$ cat config.mk
export PLATFORM = sky130hd
export DESIGN_NAME = rlp_list_element_parser
export DESIGN_NICKNAME = d
export VERILOG_FILES = /design/src/hw/rtl/rlp_pkg.sv /design/src/hw/rtl/rlp_core.sv /design/src/hw/rtl/rlp_res_fifo.sv /design/src/hw/rtl/rlp_list_element_parser.sv
export SDC_FILE = /design/constraint.sdc
export NUM_CORES = 1
export LEC_CHECK = 0
export ABC_AREA = 0
export BUFFER_PORTS_ARGS = -buffer_cell sky130_fd_sc_hd__buf_2
export CAP_MARGIN = 20
export CORE_UTILIZATION = 60
export DETAILED_ROUTE_END_ITERATION = 12
export GPL_TIMING_DRIVEN = 0
export PLACE_DENSITY = 0.84
export SETUP_SLACK_MARGIN = 0.4
export SLEW_MARGIN = 0
export SYNTH_ARGS = -nofsm -noshare
export SYNTH_HDL_FRONTEND = slang
export SYNTH_SLANG_ARGS = --single-unit
$ cat constraint.sdc
create_clock -name clk_i -period 8.3 [get_ports clk_i]
set_input_delay 2.49 -clock clk_i [delete_from_list [all_inputs] [get_ports clk_i]]
set_output_delay 2.49 -clock clk_i [all_outputs]
set_load 0.02 [all_outputs]
$ cat src/hw/rtl/rlp_pkg.sv
// Shared types and constants for the list element parser.
package rlp_pkg;

  localparam int unsigned BUF_BYTES_DEF = 65536;

  // Result queue depth (power of two).
  localparam int unsigned RES_DEPTH = 4;
  localparam int unsigned RES_PW    = $clog2(RES_DEPTH);

  // Configuration register indexes.
  localparam logic CFG_IDX_MAX_ITEMS = 1'b0;
  localparam logic [7:0] MAX_ITEMS_RST = 8'd16;

  // Header byte boundaries.
  localparam logic [7:0] HDR_SINGLE_MAX = 8'h80;
  localparam logic [7:0] HDR_LIST_BASE  = 8'hc0;
  localparam logic [5:0] HDR_SHORT_MAX  = 6'h37;

  localparam logic KIND_DESC   = 1'b0;
  localparam logic KIND_STATUS = 1'b1;

  localparam logic [1:0] TY_SINGLE = 2'd0;
  localparam logic [1:0] TY_STRING = 2'd1;
  localparam logic [1:0] TY_LIST   = 2'd2;

  typedef enum logic [2:0] {
    PH_OUTER_HDR = 3'd0,
    PH_OUTER_LEN = 3'd1,
    PH_ELEM_HDR  = 3'd2,
    PH_ELEM_LEN  = 3'd3,
    PH_PAYLOAD   = 3'd4,
    PH_SKIP      = 3'd5,
    PH_FAIL      = 3'd6
  } phase_e;

  typedef struct packed {
    logic        kind;
    logic [7:0]  elem_index;
    logic [1:0]  elem_type;
    logic [7:0]  elem_value;
    logic [16:0] elem_length;
    logic [15:0] elem_offset;
    logic        parse_ok;
    logic [7:0]  elem_count;
    logic        run_last;
  } res_t;

  // Results produced by one byte, handed to the queue.
  typedef struct packed {
    logic [1:0] cnt;
    res_t       r0;
    res_t       r1;
  } push_t;

  typedef struct packed {
    logic [RES_PW:0] level;
    logic            room2;
  } fifo_stat_t;

endpackage

$ cat src/hw/rtl/rlp_core.sv
// Input register, parser state and per-byte header decode.
module rlp_core import rlp_pkg::*; #(
  parameter int unsigned BUF_BYTES = BUF_BYTES_DEF
) (
  input  logic       clk_i,
  input  logic       rst_ni,
  input  logic       in_valid_i,
  output logic       in_ready_o,
  input  logic [7:0] in_byte_i,
  input  logic       in_last_i,
  input  logic [7:0] max_items_i,
  input  fifo_stat_t fifo_stat_i,
  output push_t      push_o
);

  localparam int unsigned PW = $clog2(BUF_BYTES + 2);
  localparam logic [PW-1:0] BufMax = PW'(BUF_BYTES);
  localparam logic [PW-1:0] Cap    = PW'(BUF_BYTES + 1);

  logic          in_valid_q;
  logic [7:0]    in_byte_q;
  logic          in_last_q;
  logic          proc;

  phase_e        phase_q, phase_d;
  logic [PW-1:0] pos_q, pos_d;
  logic [PW-1:0] oe_q, oe_d;
  logic [PW-1:0] acc_q, acc_d;
  logic [3:0]    lbl_q, lbl_d;
  logic [1:0]    ctype_q, ctype_d;
  logic [PW-1:0] pay_q, pay_d;
  logic [7:0]    cnt_q, cnt_d;

  logic [PW-1:0] np;
  logic [PW-1:0] acc_new;
  logic [PW+7:0] acc_wide;
  logic [5:0]    t;
  logic          is_short;
  logic [3:0]    lnum;
  logic [PW:0]   oe_sum;
  logic [PW:0]   end_sum;
  logic          fin_go;
  logic [PW-1:0] fin_len;
  logic [1:0]    fin_type;
  logic [PW-1:0] rep;
  logic          desc_v;
  res_t          desc;
  res_t          stat;

  assign proc       = in_valid_q && fifo_stat_i.room2;
  assign in_ready_o = !in_valid_q || proc;

  always_ff @(posedge clk_i or negedge rst_ni) begin
    if (!rst_ni) begin
      in_valid_q <= 1'b0;
    end else if (in_ready_o) begin
      in_valid_q <= in_valid_i;
    end
  end

  always_ff @(posedge clk_i) begin
    if (in_ready_o && in_valid_i) begin
      in_byte_q <= in_byte_i;
      in_last_q <= in_last_i;
    end
  end

  always_ff @(posedge clk_i or negedge rst_ni) begin
    if (!rst_ni) begin
      phase_q <= PH_OUTER_HDR;
      pos_q   <= '0;
      oe_q    <= '0;
      acc_q   <= '0;
      lbl_q   <= '0;
      ctype_q <= '0;
      pay_q   <= '0;
      cnt_q   <= '0;
    end else begin
      phase_q <= phase_d;
      pos_q   <= pos_d;
      oe_q    <= oe_d;
      acc_q   <= acc_d;
      lbl_q   <= lbl_d;
      ctype_q <= ctype_d;
      pay_q   <= pay_d;
      cnt_q   <= cnt_d;
    end
  end

  always_comb begin
    phase_d  = phase_q;
    pos_d    = pos_q;
    oe_d     = oe_q;
    acc_d    = acc_q;
    lbl_d    = lbl_q;
    ctype_d  = ctype_q;
    pay_d    = pay_q;
    cnt_d    = cnt_q;
    oe_sum   = '0;
    end_sum  = '0;
    fin_go   = 1'b0;
    fin_len  = '0;
    fin_type = ctype_q;
    rep      = '0;
    desc_v   = 1'b0;
    desc     = '0;
    stat     = '0;
    push_o   = '0;

    np = (pos_q >= BufMax) ? BufMax : pos_q + 1'b1;

    // Saturating big-endian length accumulation.
    acc_wide = {acc_q, in_byte_q};
    if (acc_q >= Cap || acc_wide > {8'd0, Cap}) begin
      acc_new = Cap;
    end else begin
      acc_new = acc_wide[PW-1:0];
    end

    t        = in_byte_q[5:0];
    is_short = (t <= HDR_SHORT_MAX);
    lnum     = 4'(t - HDR_SHORT_MAX);

    if (proc) begin
      unique case (phase_q)
        PH_OUTER_HDR: begin
          if (in_byte_q < HDR_LIST_BASE) begin
            phase_d = PH_FAIL;
          end else if (is_short) begin
            oe_d    = PW'(t) + 1'b1;
            phase_d = PH_ELEM_HDR;
          end else begin
            acc_d   = '0;
            lbl_d   = lnum;
            phase_d = PH_OUTER_LEN;
          end
        end
        PH_OUTER_LEN: begin
          acc_d = acc_new;
          lbl_d = lbl_q - 1'b1;
          if (lbl_q == 4'd1) begin
            oe_sum = {1'b0, np} + {1'b0, acc_new};
            oe_d   = oe_sum[PW-1:0];
            if (acc_new > BufMax || oe_sum > {1'b0, BufMax}) begin
              phase_d = PH_FAIL;
            end else begin
              phase_d = PH_ELEM_HDR;
            end
          end
        end
        PH_ELEM_HDR: begin
          if (pos_q >= oe_q) begin
            phase_d = PH_FAIL;
          end else if (cnt_q >= max_items_i) begin
            phase_d = PH_SKIP;
          end else if (in_byte_q <= HDR_SINGLE_MAX) begin
            desc_v           = 1'b1;
            desc.kind        = KIND_DESC;
            desc.elem_index  = cnt_q;
            desc.elem_type   = TY_SINGLE;
            desc.elem_value  = (in_byte_q == HDR_SINGLE_MAX) ? 8'd0 : in_byte_q;
            desc.elem_length = 17'd1;
            desc.elem_offset = 16'(pos_q);
            cnt_d            = cnt_q + 1'b1;
          end else begin
            fin_type = (in_byte_q < HDR_LIST_BASE) ? TY_STRING : TY_LIST;
            ctype_d  = fin_type;
            if (is_short) begin
              fin_go  = 1'b1;
              fin_len = PW'(t);
            end else begin
              acc_d   = '0;
              lbl_d   = lnum;
              phase_d = PH_ELEM_LEN;
            end
          end
        end
        PH_ELEM_LEN: begin
          if (pos_q >= oe_q) begin
            phase_d = PH_FAIL;
          end else begin
            acc_d = acc_new;
            lbl_d = lbl_q - 1'b1;
            if (lbl_q == 4'd1) begin
              fin_go  = 1'b1;
              fin_len = acc_new;
            end
          end
        end
        PH_PAYLOAD: begin
          pay_d = pay_q - 1'b1;
          if (pay_q == PW'(1)) begin
            phase_d = PH_ELEM_HDR;
          end
        end
        PH_SKIP: begin
          if (pos_q >= oe_q) begin
            phase_d = PH_FAIL;
          end
        end
        PH_FAIL: begin
          phase_d = PH_FAIL;
        end
        default: begin
          phase_d = PH_FAIL;
        end
      endcase

      // Report a multi-byte element and set up the payload skip.
      if (fin_go) begin
        rep              = (fin_len > BufMax) ? BufMax : fin_len;
        desc_v           = 1'b1;
        desc.kind        = KIND_DESC;
        desc.elem_index  = cnt_q;
        desc.elem_type   = fin_type;
        desc.elem_length = 17'(rep);
        desc.elem_offset = 16'(np);
        cnt_d            = cnt_q + 1'b1;
        end_sum          = {1'b0, np} + {1'b0, fin_len};
        if (fin_len > BufMax || end_sum > {1'b0, oe_q}) begin
          phase_d = PH_FAIL;
        end else if (fin_len != '0) begin
          pay_d   = fin_len;
          phase_d = PH_PAYLOAD;
        end else begin
          phase_d = PH_ELEM_HDR;
        end
      end

      pos_d = np;

      if (in_last_q) begin
        stat.kind       = KIND_STATUS;
        stat.parse_ok   = (phase_d == PH_ELEM_HDR || phase_d == PH_SKIP) && (np == oe_d);
        stat.elem_count = cnt_d;
        stat.run_last   = 1'b1;
        // Start the next buffer from a clean state.
        phase_d = PH_OUTER_HDR;
        pos_d   = '0;
        oe_d    = '0;
        acc_d   = '0;
        lbl_d   = '0;
        ctype_d = '0;
        pay_d   = '0;
        cnt_d   = '0;
      end

      if (desc_v && in_last_q) begin
        push_o.cnt = 2'd2;
        push_o.r0  = desc;
        push_o.r1  = stat;
      end else if (desc_v) begin
        push_o.cnt         = 2'd1;
        push_o.r0          = desc;
        push_o.r0.run_last = 1'b1;
      end else if (in_last_q) begin
        push_o.cnt = 2'd1;
        push_o.r0  = stat;
      end
    end
  end

endmodule

$ cat src/hw/rtl/rlp_res_fifo.sv
// Result queue that takes up to two results a cycle and hands out one.
module rlp_res_fifo import rlp_pkg::*; (
  input  logic       clk_i,
  input  logic       rst_ni,
  input  push_t      push_i,
  output logic       out_valid_o,
  input  logic       out_ready_i,
  output res_t       out_res_o,
  output fifo_stat_t stat_o
);

  res_t              mem_q [RES_DEPTH];
  logic [RES_PW-1:0] wr_q;
  logic [RES_PW-1:0] rd_q;
  logic [RES_PW:0]   level_q;
  logic              pop;

  assign out_valid_o  = (level_q != '0);
  assign out_res_o    = mem_q[rd_q];
  assign pop          = out_valid_o && out_ready_i;
  assign stat_o.level = level_q;
  assign stat_o.room2 = (level_q <= (RES_PW+1)'(RES_DEPTH - 2));

  always_ff @(posedge clk_i) begin
    if (push_i.cnt != 2'd0) begin
      mem_q[wr_q] <= push_i.r0;
    end
    if (push_i.cnt == 2'd2) begin
      mem_q[wr_q + 1'b1] <= push_i.r1;
    end
  end

  always_ff @(posedge clk_i or negedge rst_ni) begin
    if (!rst_ni) begin
      wr_q    <= '0;
      rd_q    <= '0;
      level_q <= '0;
    end else begin
      wr_q    <= wr_q + RES_PW'(push_i.cnt);
      rd_q    <= rd_q + RES_PW'(pop);
      level_q <= level_q + (RES_PW+1)'(push_i.cnt) - (RES_PW+1)'(pop);
    end
  end

endmodule

$ cat src/hw/rtl/rlp_list_element_parser.sv
// Streaming parser of the element headers inside an outer RLP list.
// The buffer arrives one byte per transfer, tlast on its final byte, and
// the block takes one byte every cycle while the queue has room. Each byte
// runs through a single registered decode step (input register, header
// decode with length and bound compares, parser state update) and its
// results land in a four-entry result queue that drains one result per
// cycle while the sink is ready. A byte makes at most two results: an
// element descriptor and, on the final byte, the status. The input stalls
// only while the queue has fewer than two free entries, so with a ready
// sink the rate is one byte per cycle. max_items is to be written over
// APB at address 0 while the block is idle; the block does not enforce it.
module rlp_list_element_parser import rlp_pkg::*; #(
  parameter int unsigned BUF_BYTES = BUF_BYTES_DEF
) (
  input  logic        clk_i,
  input  logic        rst_ni,
  input  logic        s_axis_tvalid_i,
  output logic        s_axis_tready_o,
  input  logic [7:0]  s_axis_tdata_i,  // [7:0] in_byte
  input  logic        s_axis_tlast_i,
  output logic        m_axis_tvalid_o,
  input  logic        m_axis_tready_i,
  // [7:0] elem_index, [9:8] elem_type, [17:10] elem_value,
  // [34:18] elem_length, [50:35] elem_offset, [51] parse_ok,
  // [59:52] elem_count, [63:60] zero
  output logic [63:0] m_axis_tdata_o,
  output logic        m_axis_tuser_o,  // [0] kind
  output logic        m_axis_tlast_o,
  input  logic        psel_i,
  input  logic        penable_i,
  input  logic        pwrite_i,
  input  logic [2:0]  paddr_i,
  input  logic [31:0] pwdata_i,
  output logic [31:0] prdata_o,
  output logic        pready_o
);

  logic [7:0] max_items_q;
  logic       cfg_wr;
  logic       hit_max;
  fifo_stat_t fifo_stat;
  push_t      push;
  res_t       head;

  assign pready_o = 1'b1;
  assign hit_max  = (paddr_i[2] == CFG_IDX_MAX_ITEMS);
  assign cfg_wr   = psel_i && penable_i && pwrite_i && pready_o;
  assign prdata_o = hit_max ? {24'd0, max_items_q} : 32'd0;

  always_ff @(posedge clk_i or negedge rst_ni) begin
    if (!rst_ni) begin
      max_items_q <= MAX_ITEMS_RST;
    end else if (cfg_wr && hit_max) begin
      max_items_q <= pwdata_i[7:0];
    end
  end

  rlp_core #(
    .BUF_BYTES(BUF_BYTES)
  ) u_core (
    .clk_i       (clk_i),
    .rst_ni      (rst_ni),
    .in_valid_i  (s_axis_tvalid_i),
    .in_ready_o  (s_axis_tready_o),
    .in_byte_i   (s_axis_tdata_i),
    .in_last_i   (s_axis_tlast_i),
    .max_items_i (max_items_q),
    .fifo_stat_i (fifo_stat),
    .push_o      (push)
  );

  rlp_res_fifo u_fifo (
    .clk_i       (clk_i),
    .rst_ni      (rst_ni),
    .push_i      (push),
    .out_valid_o (m_axis_tvalid_o),
    .out_ready_i (m_axis_tready_i),
    .out_res_o   (head),
    .stat_o      (fifo_stat)
  );

  assign m_axis_tdata_o = {4'd0, head.elem_count, head.parse_ok, head.elem_offset,
                           head.elem_length, head.elem_value, head.elem_type,
                           head.elem_index};
  assign m_axis_tuser_o = head.kind;
  assign m_axis_tlast_o = head.run_last;

  // The queue never overfills.
  a_no_overflow: assert property (@(posedge clk_i) disable iff (!rst_ni)
    fifo_stat.level <= (RES_PW+1)'(RES_DEPTH))
    else $error("result queue overflow");

  // A push never exceeds the room the queue had.
  a_push_room: assert property (@(posedge clk_i) disable iff (!rst_ni)
    (push.cnt != 2'd0) |-> fifo_stat.room2)
    else $error("push without room");

  // A status result always closes the run of its byte.
  a_status_last: assert property (@(posedge clk_i) disable iff (!rst_ni)
    (m_axis_tvalid_o && m_axis_tuser_o == KIND_STATUS) |-> m_axis_tlast_o)
    else $error("status without tlast");

  // A register write lands in max_items.
  a_cfg_write: assert property (@(posedge clk_i) disable iff (!rst_ni)
    (cfg_wr && hit_max) |=> (max_items_q == $past(pwdata_i[7:0])))
    else $error("max_items write lost");

endmodule
# --- Yosys cells after proc, flatten, opt, wreduce, memory -nomap -nowiden ---
# Memory sizes are Yosys's and may differ from the RTL's.
# Index checks and enable logic that the tools add are counted.
op_classes:
  add_sub_neg: 13
  multipliers: 0
  div: 0
  n_lt_le_gt_ge: 13
  eq_ne: 17
  shifts: 0
  muxes: 100
  bitwise: 1
  n_reduce_logical: 21
op_table:
  columns: ["op", "n"]
  rows:
  - ["17-bit two-way mux", 27]
  - ["52-bit two-way mux", 3]
  - ["64-bit two-way mux", 2]
  - ["126-bit two-way mux", 1]
  - ["17-bit case mux with 2 select lines", 2]
  - ["17-bit case mux with 4 select lines", 1]
  - ["8-bit two-way mux", 8]
  - ["63-bit two-way mux", 1]
  - ["62-bit two-way mux", 1]
  - ["51-bit two-way mux", 1]
  - ["3-bit two-way mux", 14]
  - ["17-bit by 17-bit adder with 18-bit output", 2]
  - ["17-bit >= comparator (second input constant)", 2]
  - ["17-bit > comparator (second input constant)", 2]
  - ["33-bit two-way mux", 1]
  - ["4-bit two-way mux", 7]
  - ["25-bit by 17-bit > comparator with 1-bit output (second input constant)", 1]
  - ["18-bit by 17-bit > comparator with 1-bit output", 1]
  - ["18-bit by 17-bit > comparator with 1-bit output (second input constant)", 1]
  - ["1-bit two-way mux", 18]
  - ["17-bit by 1-bit adder with 17-bit output (second input constant)", 1]
  - ["17-bit by 1-bit equality test with 1-bit output (second input constant)", 1]
  - ["17-bit equality test", 1]
  - ["17-bit >= comparator", 1]
  - ["40 further kinds", 65]
word_totals:
  register_bits: 110
  latch_bits: 0
  mem_bits_rw: 248
  rom_bits: 0
  output_inout_bits: 101
  word_cells: 181
  n_memories: 1
mem_list:
  columns: ["name", "depth", "width", "read_ports", "rd_clocked_by_memory_dff", "write_ports", "line", "source"]
  rows:
  - ["u_fifo.mem_q", 4, 62, 1, 0, 2, "rlp_res_fifo.sv:12", "res_t mem_q [RES_DEPTH];"]

# --- Longest topological paths before layout ---
# Gate-level depths: netlist of the first run.
depth:
  depth_word: 24
  depth_mapped: 31
  mapped_depth_nobuf: 28

# --- By module ---
# Synthesis of the first run repeated with hierarchy kept, for this count alone.
unflattened:
  hier_cells: 1991
  area_unflattened_um2: 22836.9
by_module_without_submodules:
  columns: ["module", "instances", "cells_each", "area_per_inst_um2"]
  rows:
  - ["rlp_res_fifo", 1, 641, 12349.3]
  - ["rlp_core", 1, 1294, 9877.0]
  - ["rlp_list_element_parser", 1, 56, 610.6]

# --- Least setup slack after synthesis of the first run ---
# No wires, ideal clock.
synth_path:
  path_type: "register to register"
  from: "reg u_core.oe_q[6]"
  to: "mem u_fifo.mem_q[3][9] (netlist bit) (data pin)"
  setup_ps: 203
  arrival_ps: 6314
  slack_ps: 1783
  path_stages_with_launch: 29
  n_path_buf: 1
  synth_period_minus_slack_ps: 6517
  path_cell_list: "dfrtp_1 > inv_1 > ha_1 > a21o_1 > a221o_1 > and2_1 > a211oi_2 > nand2_1 > o22ai_1 > and2_1 > ha_1 > clkbuf_1 > and4_1 > o211a_1 > a41oi_1 > a21oi_1 > o211ai_1 > nand4b_1 > o311ai_1 > ha_1 > a21o_1 > a211oi_1 > o211ai_1 > o31a_1 > a211oi_1 > o2111a_1 > nor2b_1 > o21ai_1 > a2111oi_1"
synth_lines:
  columns: ["item", "line", "source"]
  rows:
  - ["from (decl)", "rlp_core.sv:27", "logic [PW-1:0] oe_q, oe_d;"]
  - ["from (signal assigned)", "rlp_core.sv:72", "oe_q <= '0;"]
  - ["from (signal assigned)", "rlp_core.sv:81", "oe_q <= oe_d;"]
  - ["to (decl)", "rlp_res_fifo.sv:12", null]

==> results of run 1 <==
[per-layer routing]
metal	vias up	global-route usage, %
met4	2	20.97
met3	269	7.587
met2	1076	62.24
met1	8784	45.84
met5	-	0
li1	8105	-
[critical path, delay by kind of cell (launching register included)]
family                     cells  cell delay, ns
adders and majority gates      3            0.81
muxes                          1            0.11
and+or+nand+nor               10            2.56
buffers and inverters          3            0.83
DFF                            1            0.63
AOI/OAI and AO/OA             10            2.46
[flip-flops by register name, indices dropped and copies added, names as in the netlist]
register,cells
max_items_q,8
u_core.acc_q,17
u_core.cnt_q,8
u_core.ctype_q,2
u_core.in_byte_q,8
u_core.in_last_q,1
u_core.in_valid_q,1
u_core.lbl_q,4
u_core.oe_q,17
u_core.pay_q,17
u_core.phase_q,3
u_core.pos_q,17
u_fifo.level_q,3
u_fifo.mem_q,244
u_fifo.rd_q,2
u_fifo.wr_q,2
[cells by family after synthesis]
group,synth area share (%)
AOI/OAI and AO/OA,21.20
xor gates and xnor gates,2.436
adders and majority gates,6.265
buffers and inverters,5.315
DFF,41.09
muxes,7.771
other,0.03798
and+or+nand+nor,15.89
[through the flow]
stage	power, W	setup TNS, ns	utilization (%)
6_report	0.007101	0	68.89
5_1_grt	0.007402	0	68.89
4_1_cts	0.006965	0	68.52
3_5_place_dp	0.005225	-3.611	64.50
3_3_place_gp	0.005135	-0.8077	64.40
2_1_floorplan	0.004285	0	-
[final cells by class]
| cell class | count | area share (%) |
|---|---|---|
| clock buffer | 55 | 5.025 |
| sequential | 354 | 36.34 |
| multi-input combinational | 1552 | 48.39 |
| inverter | 85 | 1.427 |
| clock inverter | 13 | 0.5540 |
| buffer | 157 | 3.319 |
| timing repair buffer | 102 | 2.474 |
| tap | 442 | 2.474 |
[timing repair]
action                                  in CTS  in global routing
pin swaps                                    2                  0
endpoints found under the setup margin      24                 20
buffers inserted                             2                  5
gates cloned                                 0                  0
gates resized for setup                     10                 20
[cells in the mapped netlist, drive strengths merged (6+ instances only)]
cell and instances:
nand2 248, dfxtp 200, o21ai 195, nor2 176, clkbuf 108, dfrtp 100
a21oi 98, ha 95, inv 85, a22o 84, mux4 61, edfxtp 53
buf 49, nand3 39, nor3 36, a32o 33, xnor2 32, o22ai 28
and2 23, o31ai 23, xor2 23, nand4 21, a21o 20, nand2b 20
and3 19, nor4 19, a211oi 16, or3 16, nor2b 15, a22oi 12
a31oi 12, a21boi 11, o211ai 11, mux2 10, and4 9, a2111oi 8
nor3b 7, o2bb2ai 7, or2 7, a211o 6, o21a 6
[worst max path at each step]
stage	endpoint	depth (start not counted)
detailed placement	u_fifo.mem_q[0][9]	28
floorplan	u_fifo.mem_q[3][9]	28
global placement	u_fifo.mem_q[0][9]	28
finish	u_fifo.mem_q[0][9]	27
CTS	u_fifo.mem_q[0][9]	25
global route	u_fifo.mem_q[0][9]	27
[power by group]
group | total, W | switching (W) | internal [W]
logic | 0.00317 | 0.00211 | 0.00105
clock network | 0.00170 | 0.000722 | 0.000981
registers | 0.00223 | 0.000207 | 0.00203
==> flow_summary.rst, run 1 <==
.. list-table::
   :header-rows: 1

   * - Metric
     - Value
   * - Result of the run
     - complete, no violations
   * - Maximum achievable frequency
     - 130.5 MHz
   * - Worst relative slew slack
     - 31.16%
   * - I/O Buffers
     - 94
   * - FILL cells
     - 2491
   * - Number of global-route vias before repair
     - 17640
   * - Detailed-route vias per instance
     - 6.607
   * - Critical path class
     - flip-flop to flip-flop
   * - Worst Reg-to-Reg Cells
     - 27
   * - Worst Skew
     - 0.02446 ns
   * - DR WL met3
     - 6.105 mm
   * - Drt first pass iters
     - 6
   * - Number of cell rows
     - 66
   * - Netlist area before placement
     - 19770 um2
   * - Area added between synthesis and finish
     - 13.07%
   * - First-pass GRT wire length
     - 97.82 mm
   * - Total global routing overflow
     - 0
   * - Hold path start
     - u_fifo.mem_q[2][39]
   * - Post-Route M1 WL
     - 24.07 mm
   * - Number of diodes added for antenna fixing
     - 0
   * - Routed wl met2
     - 29.91 mm
   * - Number of hold buffers added after cts
     - 0
   * - Detailed placer's ending HPWL
     - 46.92 mm
   * - Core Box Area
     - 32450 um2
   * - Fraction of final layout cells with drive strength greater than 1
     - 13.50%
   * - Per-instance average area after synthesis
     - 9.327 um2
   * - Average detailed-routed wire length per instance
     - 23.15 um
   * - Number of synthesized flops with an enable pin
     - 53
   * - Kind of start point of the critical path
     - flip-flop
   * - Total of endpoints with negative setup slack in the final report
     - 0
   * - Pin count of the biggest net entering global routing
     - 67
   * - Most common flop cell mapped by yosys
     - sky130_fd_sc_hd__dfxtp_1
   * - Commonest cells after routing, fill and taps aside
     - sky130_fd_sc_hd__nand2_1 (246), sky130_fd_sc_hd__dfxtp_1 (200), sky130_fd_sc_hd__o21ai_0 (178)
   * - Number of antenna-violating nets in the routed design
     - 0
   * - Final WS setup
     - 0.6355 ns
   * - Register bit total from synthesis
     - 354
   * - Number of standard cells in the layout, taps in and fillers out
     - 2760
   * - CTS H-tree depth
     - 2
   * - Register area
     - 8125 um2
   * - Number of antenna violations at the first check in global routing
     - 1
   * - Number of max-cap violations
     - 0
   * - Number of DRC markers after the initial detailed-route iteration
     - 2066
   * - Capture instance of the worst register-to-register path
     - u_fifo.mem_q[0][9]
   * - Post-layout minimum cycle time
     - 7.664 ns
   * - Slew at the pin with the worst max-slew slack
     - 1.033 ns
   * - Die W
     - 183.5 um
   * - Total placed cells including tap cells
     - 2685
   * - Kind of end point of the critical path
     - flip-flop
   * - Worst voltage drop across the vdd grid
     - 0.1939 mV
   * - Clock tree from TritonCTS
     - done
   * - Total leakage power
     - 9.197 nW
   * - Count of endpoints failing hold in the final timing report
     - 0
   * - Worst Hold Class
     - flip-flop to flip-flop
   * - Number of max-slew violations in the final report
     - 0
   * - Hold Path End
     - u_fifo.mem_q[2][39]
   * - Multi-input gate area in the final layout
     - 10820 um2
   * - Net count, final
     - 2437
   * - Clock transition at the register clock pins on the worst setup and hold paths after CTS
     - 0.06 ns
   * - Signal arrival time at the worst endpoint
     - 7.97 ns
   * - Post-synthesis cell type count
     - 88
   * - Worst setup path startpoint
     - u_core.in_byte_q[4]
   * - Critical path's slowest cell
     - sky130_fd_sc_hd__or4_1
   * - Number of remaining DRC errors
     - 0
   * - Cell taking the most area after synthesis
     - sky130_fd_sc_hd__dfxtp_1
   * - Ranking of synthesized cells by area
     - sky130_fd_sc_hd__dfxtp_1 (20%), sky130_fd_sc_hd__dfrtp_1 (13%), sky130_fd_sc_hd__edfxtp_1 (8.0%)
   * - Worst setup slack before clock tree synthesis
     - -0.5098 ns
   * - Yosys Warn Count
     - 0
   * - Fraction of the yosys area taken by sequential cells
     - 41.09%
   * - Most frequent standard cell in the layout excluding fill and tap cells
     - sky130_fd_sc_hd__nand2_1
   * - Post-synthesis cell count
     - 2120
   * - Routed wire length
     - 63.88 mm
   * - Die Span Y
     - 183.5 um
   * - Share of the synthesized area in the top cell type
     - 20.25%
   * - Critical path required time
     - 8.61 ns
   * - Crit Path Max Fanout
     - 10
   * - Worst-case register-to-register setup slack
     - 0.64 ns
   * - Most repeated library cell on the critical path
     - sky130_fd_sc_hd__ha_1
   * - Number of buffers created by CTS
     - 37
   * - Cell at the root of the clock tree
     - sky130_fd_sc_hd__clkbuf_16
   * - Topmost layer with routed signal wires
     - met5
   * - Die Footprint
     - 33690 um2
   * - GRT Resource Usage Total
     - 37.57%
   * - Area after detailed placement
     - 20930 um2
   * - Maximum number of buffers from clock root to sink
     - 3
   * - Hold Worst Slack
     - 0.4512 ns
   * - Max stage delay on crit path
     - 0.64 ns
   * - Async SR Flop Fraction
     - 28.53%
   * - Final weighted congestion in routability-driven placement
     - 1.021
   * - Final worst path period share
     - 92.34%
   * - FF-to-FF Start
     - u_core.in_byte_q[4]
   * - Latest clock arrival within the worst-skew pair
     - 0.55 ns
   * - Total number of vias
     - 18240
   * - Finished layout cell area
     - 22360 um2
   * - RSZ-0062 raised after global routing
     - false
   * - Sinks on Clock Net
     - 354
   * - Power density over cell area
     - 317.6 nW/um2
   * - Depth of the worst hold-timing path
     - 2
   * - Number of primary I/O pins
     - 152
   * - Initial core utilization
     - 60.93%
(Power assumes the default switching activity.)
==> inputs of run 2 (changes only) <==
Settings changed: CELL_PAD_IN_SITES_DETAIL_PLACEMENT from default to 0, CELL_PAD_IN_SITES_GLOBAL_PLACEMENT from default to 1, CORE_UTILIZATION 60 to 35, MAX_ROUTING_LAYER from default to met4, PLACE_DENSITY 0.84 to 0.67.
==> run 2 against run 1 <==
Effect of this change:
- die area is 71% higher
- combinational power is 2% higher
- sequential power hardly changed
- fmax is 0.43% lower
- worst hold slack hardly changed
- setup slack worse by 0.033 ns
- final area is 1.9% higher
- power is 1.9% higher
==> flow_summary.rst, run 2 (synthesis results as in run 1) <==
.. list-table::
   :header-rows: 1

   * - Metric
     - Value
   * - Result of the run
     - complete, no violations
   * - RSZ-0062 raised after global routing
     - false
   * - Number of max-cap violations
     - 0
   * - Most frequent standard cell in the layout excluding fill and tap cells
     - sky130_fd_sc_hd__nand2_1
   * - Detailed-route vias per instance
     - 5.628
   * - Number of primary I/O pins
     - 152
   * - Fraction of final layout cells with drive strength greater than 1
     - 13.65%
   * - Total global routing overflow
     - 0
   * - Critical path class
     - flip-flop to flip-flop
   * - Number of DRC markers after the initial detailed-route iteration
     - 1172
   * - Commonest cells after routing, fill and taps aside
     - sky130_fd_sc_hd__nand2_1 (245), sky130_fd_sc_hd__dfxtp_1 (200), sky130_fd_sc_hd__o21ai_0 (178)
   * - Worst voltage drop across the vdd grid
     - 0.1548 mV
   * - Worst-case register-to-register setup slack
     - 0.60 ns
   * - Register area
     - 8127 um2
   * - Pin count of the biggest net entering global routing
     - 57
   * - Capture instance of the worst register-to-register path
     - u_fifo.mem_q[3][9]
   * - Drt first pass iters
     - 5
   * - Final worst path period share
     - 92.75%
   * - Cell at the root of the clock tree
     - sky130_fd_sc_hd__clkbuf_16
   * - Number of buffers created by CTS
     - 41
   * - Area added between synthesis and finish
     - 15.23%
   * - Sinks on Clock Net
     - 354
   * - Total power draw
     - 0.007233 W
   * - Final weighted congestion in routability-driven placement
     - 0.9627
   * - Total of endpoints with negative setup slack in the final report
     - 0
   * - Endpoint of the most critical setup path
     - u_fifo.mem_q[3][9]
   * - Number of flip-flops under the largest register name
     - 244
   * - Clock transition at the register clock pins on the worst setup and hold paths after CTS
     - 0.06 ns
   * - Die Footprint
     - 57450 um2
   * - FF-to-FF Start
     - u_core.cnt_q[2]
   * - Net count, final
     - 2437
   * - Total leakage power
     - 9.209 nW
   * - Detailed placer's ending HPWL
     - 53.33 mm
   * - Kind of start point of the critical path
     - flip-flop
   * - Signal arrival time at the worst endpoint
     - 8.04 ns
   * - Worst setup path startpoint
     - u_core.cnt_q[2]
   * - Average detailed-routed wire length per instance
     - 22.63 um
   * - CTS H-tree depth
     - 2
   * - Number of global-route vias before repair
     - 16760
   * - Number of antenna violations at the first check in global routing
     - 0
   * - Die W
     - 239.7 um
   * - Critical path required time
     - 8.64 ns
   * - Number of remaining DRC errors
     - 0
   * - Maximum number of buffers from clock root to sink
     - 3
   * - Biggest register
     - u_fifo.mem_q
   * - Kind of end point of the critical path
     - flip-flop
   * - FILL cells
     - 5477
   * - Routed wire length
     - 69.48 mm
   * - Core utilization of the finished layout
     - 41.12%
   * - First-pass GRT wire length
     - 104.6 mm
   * - Die Span Y
     - 239.7 um
   * - Aggregate negative setup slack
     - 0 ns
   * - Crit Path Max Fanout
     - 10
   * - Number of cell rows
     - 86
   * - Number of diodes added for antenna fixing
     - 0
   * - Maximum achievable frequency
     - 129.9 MHz
   * - Latest clock arrival within the worst-skew pair
     - 0.58 ns
   * - I/O Buffers
     - 94
   * - Multi-input gate area in the final layout
     - 10820 um2
   * - Number of antenna-violating nets in the routed design
     - 0
   * - Core Box Area
     - 55420 um2
   * - Initial core utilization
     - 35.68%
   * - Total number of vias
     - 17280
   * - Slew at the pin with the worst max-slew slack
     - 1.134 ns
   * - Worst relative slew slack
     - 24.14%
   * - Number of max-slew violations in the final report
     - 0
   * - Count of endpoints failing hold in the final timing report
     - 0
   * - Clock tree from TritonCTS
     - done
   * - Post-layout minimum cycle time
     - 7.698 ns
   * - Worst Skew
     - 0.02434 ns
   * - Worst Hold Class
     - flip-flop to flip-flop
   * - Power density over cell area
     - 317.4 nW/um2
   * - Worst Reg-to-Reg Cells
     - 27
   * - GRT Resource Usage Total
     - 24.79%
==> run 2: cell types whose count changed in the layout (fill, tap and decap cells not counted), moves of 2 or more <==
cell,change
sky130_fd_sc_hd__clkbuf_8,-3
sky130_fd_sc_hd__buf_4,-6
sky130_fd_sc_hd__clkbuf_16,+3
sky130_fd_sc_hd__clkbuf_1,+5
sky130_fd_sc_hd__inv_4,+2
==> run 2: how the worst min path moves through the flow <==
stage | from | end | cells past startpoint
floorplan | u_fifo.mem_q[2][10] | u_fifo.mem_q[2][10] | 2
global placement | u_fifo.mem_q[1][46] | u_fifo.mem_q[1][46] | 2
detailed placement | u_fifo.mem_q[2][36] | u_fifo.mem_q[2][36] | 2
CTS | u_fifo.mem_q[2][36] | u_fifo.mem_q[2][36] | 2
global route | u_fifo.mem_q[0][40] | u_fifo.mem_q[0][40] | 2
finish | u_fifo.mem_q[2][36] | u_fifo.mem_q[2][36] | 2
==> run 2: area by class of cell <==
type,instances,share of cell area [%]
multi-input combinational,1552,47.48
sequential,354,35.67
clock buffer,59,5.129
tap,748,4.108
buffer,157,3.256
timing repair buffer,98,2.345
inverter,85,1.400
clock inverter,17,0.6150
==> run 2: per-layer routing <==
layer | global-route usage (%) | routed length (um)
met3 | 2.996 | 3075
met2 | 41.23 | 34010
met1 | 31.27 | 30330
met4 | 7.848 | 2065
met5 | - | 0
==> run 2: power by group <==
part,switching (W),internal (W),leakage [nW]
Clock,0.000766,0.00102,0.650
Combinational,0.00216,0.00105,5.11
Sequential,0.000201,0.00203,3.45
Total,0.00313,0.00410,9.21
==> run 2: worst max-delay path: stages (launching register included) <==
cell and delay [ns]:
sky130_fd_sc_hd__dfrtp_2 0.50, sky130_fd_sc_hd__ha_1 0.32, sky130_fd_sc_hd__a211o_1 0.29, sky130_fd_sc_hd__a31oi_1 0.27, sky130_fd_sc_hd__o221ai_4 0.22, sky130_fd_sc_hd__or4_1 0.42
sky130_fd_sc_hd__buf_2 0.18, sky130_fd_sc_hd__a21o_2 0.31, sky130_fd_sc_hd__clkbuf_4 0.26, sky130_fd_sc_hd__clkbuf_4 0.29, sky130_fd_sc_hd__a21oi_2 0.21, sky130_fd_sc_hd__ha_1 0.27
sky130_fd_sc_hd__o211a_1 0.26, sky130_fd_sc_hd__a41oi_2 0.27, sky130_fd_sc_hd__a21oi_2 0.26, sky130_fd_sc_hd__o211ai_1 0.15, sky130_fd_sc_hd__nand4b_1 0.14, sky130_fd_sc_hd__o311ai_2 0.12
sky130_fd_sc_hd__ha_1 0.31, sky130_fd_sc_hd__a21o_1 0.17, sky130_fd_sc_hd__a211oi_2 0.31, sky130_fd_sc_hd__o211ai_1 0.17, sky130_fd_sc_hd__o31a_1 0.33, sky130_fd_sc_hd__nor3_2 0.28
sky130_fd_sc_hd__and4_1 0.34, sky130_fd_sc_hd__or2_1 0.19, sky130_fd_sc_hd__nand2_2 0.14, sky130_fd_sc_hd__a2111oi_1 0.44
==> run 2: timing repair <==
| action | CTS | global route |
|---|---|---|
| resized for setup | 17 | 17 |
| buffers inserted | 2 | 0 |
| pin swaps | 2 | 0 |
| endpoints found under the setup margin | 24 | 21 |
| hold buffers | 0 | 0 |
==> run 2: through the flow <==
stage          hold WS (ns)  worst slack, ns  instance area, um2  std cells
2_1_floorplan        0.4198            1.783               19880       2148
3_3_place_gp         0.4287          -0.7304               21280       2990
3_5_place_dp         0.4401          -0.7405               21320       2991
4_1_cts              0.4541           0.4259               22720       3069
5_1_grt              0.4706           0.4113               22780       3070
6_report             0.4510           0.6021               22780       3070
==> inputs of run 3 (changes only) <==
Settings changed: CORE_ASPECT_RATIO from default to 1.5.
==> run 3 against run 2 <==
Effect of this change:
- die area is essentially flat
- clock skew increased by 0.0029 ns
- global-route usage increased by 1.7 points
- non-clock buffer count grew 4
- power up 0.86%
- critical endpoint is now u_fifo.mem_q[2][9]
- highest routed layer unchanged
==> flow_summary.rst, run 3 (synthesis results as in run 1) <==
.. list-table::
   :header-rows: 1

   * - Metric
     - Value
   * - Max stage delay on crit path
     - 0.49 ns
   * - Crit Path Max Fanout
     - 10
   * - First-pass GRT wire length
     - 111.1 mm
   * - Core utilization of the finished layout
     - 40.84%
   * - Power density over cell area
     - 319.9 nW/um2
   * - Number of diodes added for antenna fixing
     - 0
   * - Net count, final
     - 2437
   * - Worst Reg-to-Reg Cells
     - 27
   * - Kind of start point of the critical path
     - flip-flop
   * - Number of antenna-violating nets in the routed design
     - 0
   * - Kind of end point of the critical path
     - flip-flop
   * - Capture instance of the worst register-to-register path
     - u_fifo.mem_q[2][9]
   * - Latest clock arrival within the worst-skew pair
     - 0.56 ns
   * - Average detailed-routed wire length per instance
     - 24.16 um
   * - Count of endpoints failing hold in the final timing report
     - 0
   * - Aggregate negative setup slack
     - 0 ns
   * - Detailed-route vias per instance
     - 5.747
   * - Number of remaining DRC errors
     - 0
   * - Number of cell rows
     - 106
   * - Initial core utilization
     - 35.41%
   * - Fraction of final layout cells with drive strength greater than 1
     - 13.63%
   * - Multi-input gate area in the final layout
     - 10850 um2
   * - Total power draw
     - 0.007295 W
   * - FF-to-FF Start
     - u_core.cnt_q[2]
   * - Cell at the root of the clock tree
     - sky130_fd_sc_hd__clkbuf_16
   * - Total number of vias
     - 17670
   * - Number of DRC markers after the initial detailed-route iteration
     - 1102
   * - Maximum achievable frequency
     - 129.6 MHz
   * - Slew at the pin with the worst max-slew slack
     - 1.219 ns
   * - Worst-case register-to-register setup slack
     - 0.58 ns
   * - Maximum number of buffers from clock root to sink
     - 3
   * - Number of max-slew violations in the final report
     - 0
   * - Number of buffers created by CTS
     - 37
   * - Most repeated library cell on the critical path
     - sky130_fd_sc_hd__ha_1
   * - Worst relative slew slack
     - 18.75%
   * - CTS H-tree depth
     - 2
   * - Sinks on Clock Net
     - 354
   * - Routed wire length
     - 74.27 mm
   * - Core Box Area
     - 55840 um2
   * - Clock transition at the register clock pins on the worst setup and hold paths after CTS
     - 0.07 ns
   * - FILL cells
     - 5637
   * - Total of endpoints with negative setup slack in the final report
     - 0
   * - Worst setup path startpoint
     - u_core.cnt_q[2]
   * - Final worst path period share
     - 92.95%
   * - Result of the run
     - complete, no violations
   * - Register area
     - 8127 um2
   * - Worst Hold Class
     - flip-flop to flip-flop
   * - Number of hold buffers added after cts
     - 0
   * - Total placed cells including tap cells
     - 3000
   * - Commonest cells after routing, fill and taps aside
     - sky130_fd_sc_hd__nand2_1 (245), sky130_fd_sc_hd__dfxtp_1 (200), sky130_fd_sc_hd__o21ai_0 (178)
   * - Critical path's slowest cell
     - sky130_fd_sc_hd__dfrtp_2
   * - Total global routing overflow
     - 0
   * - Detailed placer's ending HPWL
     - 57.58 mm
   * - Worst voltage drop across the vdd grid
     - 0.1508 mV
   * - Total leakage power
     - 9.212 nW
   * - RSZ-0062 raised after global routing
     - false
   * - Biggest register
     - u_fifo.mem_q
   * - Hold Worst Slack
     - 0.4498 ns
   * - Die Footprint
     - 57470 um2
   * - Area added between synthesis and finish
     - 15.34%
   * - I/O Buffers
     - 94
   * - Number of antenna violations at the first check in global routing
     - 0
   * - Number of standard cells in the layout, taps in and fillers out
     - 3074
   * - Endpoint of the most critical setup path
     - u_fifo.mem_q[2][9]
   * - Worst Skew
     - 0.02729 ns
   * - Die W
     - 196.1 um
   * - Drt first pass iters
     - 5
   * - Post-layout minimum cycle time
     - 7.715 ns
   * - Number of max-cap violations
     - 0
   * - Number of global-route vias before repair
     - 17690
   * - Critical path required time
     - 8.65 ns
   * - Signal arrival time at the worst endpoint
     - 8.06 ns
   * - Final weighted congestion in routability-driven placement
     - 0.9480
   * - Most frequent standard cell in the layout excluding fill and tap cells
     - sky130_fd_sc_hd__nand2_1
   * - Die Span Y
     - 293.1 um
   * - Number of primary I/O pins
     - 152
   * - Number of flip-flops under the largest register name
     - 244
   * - Critical path class
     - flip-flop to flip-flop
   * - Clock tree from TritonCTS
     - done
   * - Pin count of the biggest net entering global routing
     - 82
   * - GRT Resource Usage Total
     - 26.50%
==> run 3: through the flow <==
step | setup WS, ns | area (um2)
finish | 0.5848 | 22810
global route | 0.4228 | 22810
floorplan | 1.783 | 19880
CTS | 0.4222 | 22710
detailed placement | -1.036 | 21360
global placement | -1.007 | 21290
==> run 3: repair_timing <==
action / 4_1_cts / 5_1_grt
setup buffers: 2 / 2
gates resized for setup: 23 / 14
pin swaps: 3 / 4
endpoints found under the setup margin: 24 / 20
==> run 3: area by class of cell <==
| type | count | area share [%] |
|---|---|---|
| plain buffers | 157 | 3.248 |
| clock buffers | 57 | 4.965 |
| clock inverters | 11 | 0.4828 |
| inverters | 85 | 1.399 |
| multi-input cells | 1552 | 47.56 |
| flip-flops and latches | 354 | 35.63 |
| well taps | 756 | 4.148 |
| repair buffers | 102 | 2.562 |
==> run 3: per-layer routing <==
layer / GRT usage [%] / vias to the layer above / routed length (um)
met4: 17.59 / 0 / 5502
met1: 27.94 / 8746 / 27650
met3: 2.606 / 219 / 2946
li1: - / 8112 / -
met5: - / - / 0
met2: 46.91 / 589 / 38170
==> run 3: power breakdown <==
group	internal [W]	switching, W	leakage (nW)
Combinational	0.00109	0.00227	5.14
Sequential	0.00203	0.000202	3.45
Clock	0.000980	0.000736	0.619
Total	0.00409	0.00320	9.21
==> run 3: worst min-delay path by stage <==
| stage | slack, ns | to | cells past startpoint | start |
|---|---|---|---|---|
| floorplan | 0.42 | u_fifo.mem_q[2][10] | 2 | u_fifo.mem_q[2][10] |
| global placement | 0.43 | u_fifo.mem_q[3][40] | 2 | u_fifo.mem_q[3][40] |
| detailed placement | 0.44 | u_fifo.mem_q[2][45] | 2 | u_fifo.mem_q[2][45] |
| CTS | 0.45 | u_fifo.mem_q[3][29] | 2 | u_fifo.mem_q[3][29] |
| global route | 0.47 | u_fifo.mem_q[3][60] | 1 | u_fifo.mem_q[3][60] |
| finish | 0.45 | u_fifo.mem_q[0][45] | 2 | u_fifo.mem_q[0][45] |
==> run 3: worst max-delay path: cells and delay by family (launching register included) <==
family | cells | cell delay, ns
buf+inv | 3 | 0.66
flops | 1 | 0.49
simple gates | 3 | 0.90
compound gates | 18 | 4.49
fa+ha+maj | 3 | 0.93
